--- config.mk ---
export PLATFORM = sky130hd
export DESIGN_NAME = pid_controller_step
export DESIGN_NICKNAME = d
export VERILOG_FILES = /design/src/sv/pidc_pkg.sv /design/src/sv/pidc_mul.sv /design/src/sv/pidc_div.sv /design/src/sv/pid_controller_step.sv
export SDC_FILE = /design/constraint.sdc
export NUM_CORES = 2
export LEC_CHECK = 0
export BUFFER_PORTS_ARGS = -buffer_cell sky130_fd_sc_hd__buf_2
export CAP_MARGIN = 10
export CORE_ASPECT_RATIO = 1.2
export CORE_MARGIN = 2
export CORE_UTILIZATION = 45
export CTS_CLUSTER_DIAMETER = 200
export DETAILED_ROUTE_END_ITERATION = 10
export GPL_TIMING_DRIVEN = 0
export PLACE_DENSITY = 0.7
export REMOVE_ABC_BUFFERS = 1
export SYNTH_ARGS = -nofsm -noshare
export SYNTH_HDL_FRONTEND = slang
export SYNTH_SLANG_ARGS = --single-unit
--- constraint.sdc ---
create_clock -name clock -period 12.6 [get_ports clock]
set_input_delay 2.52 -clock clock [delete_from_list [all_inputs] [get_ports clock]]
set_output_delay 2.52 -clock clock [all_outputs]
set_load 0.02 [all_outputs]
--- src/sv/pidc_pkg.sv ---
// shared types and constants for the pid controller step block
// no dependencies

package pidc_pkg;

   localparam int SIG_W  = 32;   // q16.16 signal width
   localparam int GAIN_W = 24;   // q8.16 register width
   localparam int SUM_W  = 48;   // q32.16 error sum width
   localparam int FRAC_W = 16;   // fraction bits of the gains
   localparam int DVD_W  = SUM_W + FRAC_W;
   localparam int IDX_W  = 2;

   localparam logic OP_STEP  = 1'b0;
   localparam logic OP_CLEAR = 1'b1;

   localparam logic [IDX_W-1:0] REG_PROP_GAIN     = 2'd0;
   localparam logic [IDX_W-1:0] REG_INTEGRAL_TIME = 2'd1;
   localparam logic [IDX_W-1:0] REG_DERIV_GAIN    = 2'd2;

   typedef enum logic [1:0] {
      ST_IDLE,
      ST_PREP,
      ST_RUN,
      ST_FIN
   } state_type;

endpackage

--- src/sv/pidc_mul.sv ---
// bit-serial signed shift-add multiplier, one multiplier bit per cycle
// depends on nothing

module pidc_mul #(
   parameter int AW = 24,
   parameter int BW = 33
) (
   input  logic                  clock,
   input  logic                  reset,
   input  logic                  start,
   input  logic signed [AW-1:0]  mplr,
   input  logic signed [BW-1:0]  mcand,
   output logic signed [AW+BW-1:0] product
);

   localparam int PW = AW + BW;
   localparam int CW = $clog2(AW);

   logic signed [PW-1:0] acc_ff, acc_in;
   logic signed [PW-1:0] mcand_ff, mcand_in;
   logic [AW-1:0]        mplr_ff, mplr_in;
   logic [CW-1:0]        cnt_ff, cnt_in;
   logic                 busy_ff, busy_in;
   logic signed [PW-1:0] term;

   always_comb begin
      acc_in   = acc_ff;
      mcand_in = mcand_ff;
      mplr_in  = mplr_ff;
      cnt_in   = cnt_ff;
      busy_in  = busy_ff;
      term     = mplr_ff[0] ? mcand_ff : '0;
      if (start) begin
         acc_in   = '0;
         mcand_in = PW'(mcand);
         mplr_in  = mplr;
         cnt_in   = '0;
         busy_in  = 1'b1;
      end else if (busy_ff) begin
         // sign bit of the multiplier weighs negative
         if (cnt_ff == CW'(AW - 1)) begin
            acc_in  = acc_ff - term;
            busy_in = 1'b0;
         end else begin
            acc_in = acc_ff + term;
         end
         mcand_in = mcand_ff <<< 1;
         mplr_in  = mplr_ff >> 1;
         cnt_in   = cnt_ff + CW'(1);
      end
   end

   always_ff @(posedge clock) begin
      if (reset) begin
         busy_ff <= 1'b0;
         cnt_ff  <= '0;
      end else begin
         busy_ff <= busy_in;
         cnt_ff  <= cnt_in;
      end
      acc_ff   <= acc_in;
      mcand_ff <= mcand_in;
      mplr_ff  <= mplr_in;
   end

   assign product = acc_ff;

endmodule

--- src/sv/pidc_div.sv ---
// restoring divider, one quotient bit per cycle, quotient clamped to 2^48
// depends on pidc_pkg

module pidc_div (
   input  logic                        clock,
   input  logic                        reset,
   input  logic                        start,
   input  logic [pidc_pkg::SUM_W-1:0]  num_mag,
   input  logic [pidc_pkg::GAIN_W-1:0] den_mag,
   output logic                        done,
   output logic [pidc_pkg::SUM_W:0]    quot
);

   localparam int DW = pidc_pkg::DVD_W;
   localparam int GW = pidc_pkg::GAIN_W;
   localparam int SW = pidc_pkg::SUM_W;
   localparam int CW = $clog2(DW);

   logic [DW-1:0] dvd_ff, dvd_in;
   logic [GW-1:0] rem_ff, rem_in;
   logic [GW-1:0] den_ff, den_in;
   logic [CW-1:0] cnt_ff, cnt_in;
   logic          busy_ff, busy_in;
   logic          done_ff, done_in;
   logic [GW:0]   trial;
   logic [GW:0]   diff;
   logic          fits;

   always_comb begin
      dvd_in  = dvd_ff;
      rem_in  = rem_ff;
      den_in  = den_ff;
      cnt_in  = cnt_ff;
      busy_in = busy_ff;
      done_in = done_ff;
      trial   = {rem_ff, dvd_ff[DW-1]};
      diff    = trial - {1'b0, den_ff};
      fits    = (trial >= {1'b0, den_ff});
      if (start) begin
         dvd_in  = {num_mag, {pidc_pkg::FRAC_W{1'b0}}};
         rem_in  = '0;
         den_in  = den_mag;
         cnt_in  = '0;
         busy_in = 1'b1;
         done_in = 1'b0;
      end else if (busy_ff) begin
         rem_in = fits ? diff[GW-1:0] : trial[GW-1:0];
         dvd_in = {dvd_ff[DW-2:0], fits};
         cnt_in = cnt_ff + CW'(1);
         if (cnt_ff == CW'(DW - 1)) begin
            busy_in = 1'b0;
            done_in = 1'b1;
         end
      end
   end

   always_ff @(posedge clock) begin
      if (reset) begin
         busy_ff <= 1'b0;
         done_ff <= 1'b0;
         cnt_ff  <= '0;
      end else begin
         busy_ff <= busy_in;
         done_ff <= done_in;
         cnt_ff  <= cnt_in;
      end
      dvd_ff <= dvd_in;
      rem_ff <= rem_in;
      den_ff <= den_in;
   end

   // clamp anything above 2^48 to 2^48
   always_comb begin
      if ((|dvd_ff[DW-1:SW+1]) || (dvd_ff[SW] && (|dvd_ff[SW-1:0]))) begin
         quot = {1'b1, {SW{1'b0}}};
      end else begin
         quot = dvd_ff[SW:0];
      end
   end

   assign done = done_ff;

endmodule

--- src/sv/pid_controller_step.sv ---
// top level of the fixed point pid controller step
// depends on pidc_pkg, pidc_mul and pidc_div
//
// a step item forms the saturated error, updates the 48-bit error sum
// (skipped while the integral time is zero) and then runs three bit-serial
// units side by side: two shift-add multipliers for the proportional and
// derivative terms and a restoring divider for the integral term, one
// quotient bit per cycle over the 64-bit scaled sum. the divider sets the
// pace: a step item passes through prep, run and fin, while a clear item
// goes from idle straight to fin. one item is worked at a time; req_stall
// is high while an item is in flight, and a finished result waits in the
// output register so the next item can be taken while the consumer stalls.
// configuration registers must only be written while the block is idle.

module pid_controller_step (
   input  logic                                clock,
   input  logic                                reset,
   // configuration writes
   input  logic                                csr_write_en,
   input  logic [pidc_pkg::IDX_W-1:0]          csr_index,
   input  logic [pidc_pkg::GAIN_W-1:0]         csr_wdata,
   // request items
   input  logic                                req_valid,
   output logic                                req_stall,
   input  logic                                req_operation,
   input  logic signed [pidc_pkg::SIG_W-1:0]   req_setpoint,
   input  logic signed [pidc_pkg::SIG_W-1:0]   req_measured,
   // response items
   output logic                                rsp_valid,
   input  logic                                rsp_stall,
   output logic signed [pidc_pkg::SIG_W-1:0]   rsp_drive,
   output logic                                rsp_saturated
);

   localparam int SW  = pidc_pkg::SIG_W;
   localparam int GW  = pidc_pkg::GAIN_W;
   localparam int UW  = pidc_pkg::SUM_W;
   localparam int FW  = pidc_pkg::FRAC_W;
   localparam int DFW = SW + 1;            // error difference width
   localparam int PPW = GW + SW;           // p product width
   localparam int DPW = GW + DFW;          // d product width
   localparam int TW  = UW + 2;            // total width

   // drive limits at total width
   localparam logic signed [TW-1:0] DRV_MAX = TW'(64'sh7fff_ffff);
   localparam logic signed [TW-1:0] DRV_MIN = TW'(-64'sh8000_0000);

   // configuration registers
   logic signed [GW-1:0] kp_ff, ti_ff, kd_ff;

   always_ff @(posedge clock) begin
      if (reset) begin
         kp_ff <= '0;
         ti_ff <= '0;
         kd_ff <= '0;
      end else if (csr_write_en) begin
         unique case (csr_index)
            pidc_pkg::REG_PROP_GAIN:     kp_ff <= csr_wdata;
            pidc_pkg::REG_INTEGRAL_TIME: ti_ff <= csr_wdata;
            pidc_pkg::REG_DERIV_GAIN:    kd_ff <= csr_wdata;
            default: ;                   // unused index ignored
         endcase
      end
   end

   pidc_pkg::state_type state_ff, state_in;

   logic signed [SW-1:0] err_ff, err_in;
   logic signed [SW-1:0] last_ff, last_in;
   logic signed [UW-1:0] sum_ff, sum_in;
   logic                 sat_ff, sat_in;
   logic                 clr_ff, clr_in;
   logic                 neg_ff, neg_in;
   logic                 rsp_valid_ff, rsp_valid_in;
   logic signed [SW-1:0] rsp_drive_ff, rsp_drive_in;
   logic                 rsp_sat_ff, rsp_sat_in;

   logic                 req_take;
   logic                 unit_start;
   logic signed [SW:0]   err_wide;
   logic signed [UW:0]   sum_wide;
   logic signed [DFW-1:0] diff;
   logic [UW-1:0]        num_mag;
   logic [GW-1:0]        den_mag;
   logic                 ti_zero;
   logic                 div_done;
   logic [UW:0]          quot;
   logic signed [PPW-1:0] p_prod;
   logic signed [DPW-1:0] d_prod;
   logic signed [TW-1:0] i_term;
   logic signed [TW-1:0] total;

   assign req_take = req_valid && !req_stall;
   assign ti_zero  = (ti_ff == '0);

   // 33-bit error before saturation
   assign err_wide = SW'(req_setpoint) - SW'(req_measured);
   assign diff     = DFW'(err_ff) - DFW'(last_ff);
   assign sum_wide = (UW + 1)'(sum_ff) + (UW + 1)'(err_ff);

   // serial units
   pidc_mul #(.AW(GW), .BW(SW)) u_mul_p (
      .clock   (clock),
      .reset   (reset),
      .start   (unit_start),
      .mplr    (kp_ff),
      .mcand   (err_ff),
      .product (p_prod)
   );

   pidc_mul #(.AW(GW), .BW(DFW)) u_mul_d (
      .clock   (clock),
      .reset   (reset),
      .start   (unit_start),
      .mplr    (kd_ff),
      .mcand   (diff),
      .product (d_prod)
   );

   pidc_div u_div (
      .clock   (clock),
      .reset   (reset),
      .start   (unit_start),
      .num_mag (num_mag),
      .den_mag (den_mag),
      .done    (div_done),
      .quot    (quot)
   );

   assign den_mag = ti_ff[GW-1] ? GW'(-ti_ff) : GW'(ti_ff);

   // integral and drive sum
   always_comb begin
      if (ti_zero) begin
         i_term = '0;
      end else if (neg_ff) begin
         i_term = -TW'(quot);
      end else begin
         i_term = TW'(quot);
      end
      // products floored by 2^16, sign kept
      total = TW'($signed(p_prod[PPW-1:FW])) + TW'($signed(d_prod[DPW-1:FW])) + i_term;
   end

   always_comb begin
      state_in     = state_ff;
      err_in       = err_ff;
      last_in      = last_ff;
      sum_in       = sum_ff;
      sat_in       = sat_ff;
      clr_in       = clr_ff;
      neg_in       = neg_ff;
      rsp_valid_in = rsp_valid_ff;
      rsp_drive_in = rsp_drive_ff;
      rsp_sat_in   = rsp_sat_ff;
      unit_start   = 1'b0;
      num_mag      = '0;
      req_stall    = (state_ff != pidc_pkg::ST_IDLE);

      if (rsp_valid_ff && !rsp_stall) begin
         rsp_valid_in = 1'b0;
      end

      unique case (state_ff)
         pidc_pkg::ST_IDLE: begin
            if (req_take) begin
               if (req_operation == pidc_pkg::OP_CLEAR) begin
                  sum_in   = '0;
                  last_in  = '0;
                  clr_in   = 1'b1;
                  state_in = pidc_pkg::ST_FIN;
               end else begin
                  // saturate the error to 32 bits
                  if (!err_wide[SW] && err_wide[SW-1]) begin
                     err_in = {1'b0, {(SW - 1){1'b1}}};
                     sat_in = 1'b1;
                  end else if (err_wide[SW] && !err_wide[SW-1]) begin
                     err_in = {1'b1, {(SW - 1){1'b0}}};
                     sat_in = 1'b1;
                  end else begin
                     err_in = err_wide[SW-1:0];
                     sat_in = 1'b0;
                  end
                  clr_in   = 1'b0;
                  state_in = pidc_pkg::ST_PREP;
               end
            end
         end
         pidc_pkg::ST_PREP: begin
            // sum update, skipped with integral disabled
            if (!ti_zero) begin
               if (sum_wide[UW] != sum_wide[UW-1]) begin
                  sum_in = sum_wide[UW] ? {1'b1, {(UW - 1){1'b0}}}
                                        : {1'b0, {(UW - 1){1'b1}}};
                  sat_in = 1'b1;
               end else begin
                  sum_in = sum_wide[UW-1:0];
               end
            end
            num_mag    = sum_in[UW-1] ? UW'(-sum_in) : UW'(sum_in);
            neg_in     = sum_in[UW-1] ^ ti_ff[GW-1];
            unit_start = 1'b1;
            last_in    = err_ff;
            state_in   = pidc_pkg::ST_RUN;
         end
         pidc_pkg::ST_RUN: begin
            // multipliers finish well before the divider
            if (div_done) begin
               state_in = pidc_pkg::ST_FIN;
            end
         end
         pidc_pkg::ST_FIN: begin
            if (!rsp_valid_ff || !rsp_stall) begin
               rsp_valid_in = 1'b1;
               state_in     = pidc_pkg::ST_IDLE;
               if (clr_ff) begin
                  rsp_drive_in = '0;
                  rsp_sat_in   = 1'b0;
               end else if (total > DRV_MAX) begin
                  rsp_drive_in = {1'b0, {(SW - 1){1'b1}}};
                  rsp_sat_in   = 1'b1;
               end else if (total < DRV_MIN) begin
                  rsp_drive_in = {1'b1, {(SW - 1){1'b0}}};
                  rsp_sat_in   = 1'b1;
               end else begin
                  rsp_drive_in = total[SW-1:0];
                  rsp_sat_in   = sat_ff;
               end
            end
         end
         default: state_in = pidc_pkg::ST_IDLE;
      endcase
   end

   always_ff @(posedge clock) begin
      if (reset) begin
         state_ff     <= pidc_pkg::ST_IDLE;
         rsp_valid_ff <= 1'b0;
         sum_ff       <= '0;
         last_ff      <= '0;
         clr_ff       <= 1'b0;
      end else begin
         state_ff     <= state_in;
         rsp_valid_ff <= rsp_valid_in;
         sum_ff       <= sum_in;
         last_ff      <= last_in;
         clr_ff       <= clr_in;
      end
      err_ff       <= err_in;
      sat_ff       <= sat_in;
      neg_ff       <= neg_in;
      rsp_drive_ff <= rsp_drive_in;
      rsp_sat_ff   <= rsp_sat_in;
   end

   assign rsp_valid     = rsp_valid_ff;
   assign rsp_drive     = rsp_drive_ff;
   assign rsp_saturated = rsp_sat_ff;

endmodule

==> results.txt <==
Final hold slack = 0.448 ns
Site Rows = 129
Nets = 5838
Finished Layout Cells = 6809
Largest net degree at the start of global routing = 108
Total CTS buffers = 71
CP endpoint kind = register
Synth warn = 0
Leakage power = 20.8 nW
Reg clk slew, reported paths = 0.06 ns
Post-Synth XOR/XNOR Area = 7.81%
Worst EP required = 13.05 ns
DR vias = 39500
Syn Inst Count = 5370
Gr usage total = 23.0%
Proportion of layout cells with a drive suffix above 1 = 9.27%
Final setup violation count = 0
Most common cell after layout, fill and taps aside = nor2_1
Clk root buf = clkbuf_16
Compound-gate portion of the synthesized area = 20.8%
Crit path DAT = 12.24 ns
Clock Skew = 0.0548 ns
Drt wl/cell = 18.6 um
Worst VDD drop = 0.000225 V
Commonest cells after routing, fill and taps aside = nor2_1, nand2_1, a21oi_1
Area grow syn2layout = 10.4%
Maxcap violations = 0
Power Density = 260 nW/um^2
EDFF count, synth = 300
Main flop type after synthesis = dfxtp_1
Worst Tran Pin Value = 1.21 ns
Count of state elements after synthesis = 629
Final Max Slew Viols = 0
Area contributors post-synth = edfxtp_1, dfxtp_1, ha_1
DR DRC count = 0
Vias in the first global route = 37300
Clk Latency, worst-skew pair = 0.68 ns
Yosys top cell area share = 19.4%
Die X = 297 um
Area share of fa/ha/maj cells after synthesis = 10.8%
Final hold vios = 0
Total power = 13.3 mW
Count of unique library cells instantiated by Yosys = 103
Vias/cell = 5.79
Routability cong. = 0.931
ANT cells = 0
Core area = 103000 sq um
Die area = 106000 sq um
Detailed placement HPWL = 95800 um
Ports = 131
RSZ-0062 raised after global routing = false
Drt pass-1 iters = 6
CTS tree = done
Tcrit/Tclk final = 93.6%
Initial antenna violation count = 0
Async S/R FF share, synth = 0%
Antenna-violating nets left = 0
Number of setup buffers added after CTS = 0
Placed instance count = 6677
Worst path most repeated cell = a21oi_1
Kind of critical path = register to register
1st-iter DRT viols = 3052
Leading area contributor after synthesis = edfxtp_1
Longest Clk Path Bufs = 3
Type of the worst min-delay path = register to register
Cts hold-fix bufs = 0
Post-CTS Resized = 0
Startpoint Class = register
Starting density of the core = 45.2%
Critical path's largest stage delay = 0.83 ns
Register area share after synthesis = 33.6%
Grt ovf = 0
Critical-path top delay cell = nand2b_1
Clock tree sinks = 629
DIE HEIGHT = 356 um
FMAX = 84.8 MHz
Synth Area in Simple Gates = 17.8%
Crit Path Max Fanout = 27
H-tree depth = 3
Post-synthesis mux area share = 5.20%
Routed wire length = 126000 um
Post-layout util = 49.9%
Largest family of logic cells by synthesized area = compound AO/OA/AOI/OAI gates
Slew margin rel. = 19.4%
Post-synth design cell area = 46400 sq um
Post-synthesis area per instance = 8.64 sq um
Port Buf Inserts = 130
Status = finished clean
First-pass GRT wire length = 198000 um
Final worst path period need = 11.79 ns
power by group:
part | switching [mW] | internal, mW
combinational | 4.21 | 3.02
clock | 0.941 | 1.26
sequential | 0.760 | 3.12
Yosys cell counts (106+ instances only):
| library cell | instances |
|---|---|
| a21o_1 | 138 |
| a21oi_1 | 492 |
| clkbuf_1 | 191 |
| dfxtp_1 | 329 |
| edfxtp_1 | 300 |
| ha_1 | 310 |
| inv_1 | 231 |
| mux2_2 | 106 |
| mux2i_1 | 122 |
| nand2_1 | 544 |
| nand3_1 | 128 |
| nor2_1 | 567 |
| o21ai_0 | 279 |
| xnor2_1 | 249 |
| xor2_1 | 165 |
layer usage:
layer / global-route usage [%] / routed length [um] / part of all wire (%)
met5: 0 / 0 / 0
met4: 8.54 / 4430 / 3.5
met3: 2.38 / 6650 / 5.3
met2: 40.2 / 60800 / 48
met1: 29.3 / 54500 / 43
kinds of logic after synthesis:
group / after synthesis
and+or+nand+nor: 1767
AOI/OAI and AO/OA: 1495
DFF: 629
buffers and inverters: 471
xor gates and xnor gates: 414
adders and majority gates: 366
muxes: 228
per-stage QoR:
stage                     instance area [sq um]  setup WS [ns]  TNS [ns]
after floorplan                           45400         -0.665    -31.83
after global placement                    47800         -11.46  -2974.56
after detailed placement                  48700          0.921         0
after CTS                                 51200          0.868         0
after global routing                      51200          0.140         0
final                                     51200          0.811         0
path summary, 6_finish.rpt:
kind | slack, ns | startpoint | end | cells after the start
worst min-delay path | 0.45 | last_ff[27]$_SDFFE_PP0P_ | last_ff[27]$_SDFFE_PP0P_ | 2
worst max register to register | 0.81 | u_div.dvd_ff[2]$_SDFFE_PP0P_ | rsp_drive[11]$_SDFFCE_PP0P_ | 31
worst min register to register | 0.45 | last_ff[27]$_SDFFE_PP0P_ | last_ff[27]$_SDFFE_PP0P_ | 2
worst max-delay path | 0.81 | u_div.dvd_ff[2]$_SDFFE_PP0P_ | rsp_drive[11]$_SDFFCE_PP0P_ | 31
worst max-delay path: cells and delay by family (launching register included):
family | cells | cell delay (ns)
simple gates | 15 | 5.52
fa+ha+maj | 3 | 1.18
compound gates | 11 | 4.03
flops | 1 | 0.38
buf+inv | 2 | 0.43
final cells by class:
cell class	count	area (sq um)
tap	1375	1720
timing repair buffer	173	1470
sequential	629	15600
clock buffer	95	1970
multi-input combinational	4270	29100
inverter	231	872
clock inverter	36	526
fill	9618	51400
flip-flops by register name (all words and copies together) (netlist names), 32 cells and up:
name / count
err_ff: 32
last_ff: 32
rsp_drive: 32
sum_ff: 48
u_div.dvd_ff: 64
u_mul_d.mcand_ff: 57
u_mul_d.product: 57
u_mul_p.mcand_ff: 56
u_mul_p.product: 56
(Power assumes the default switching activity.)
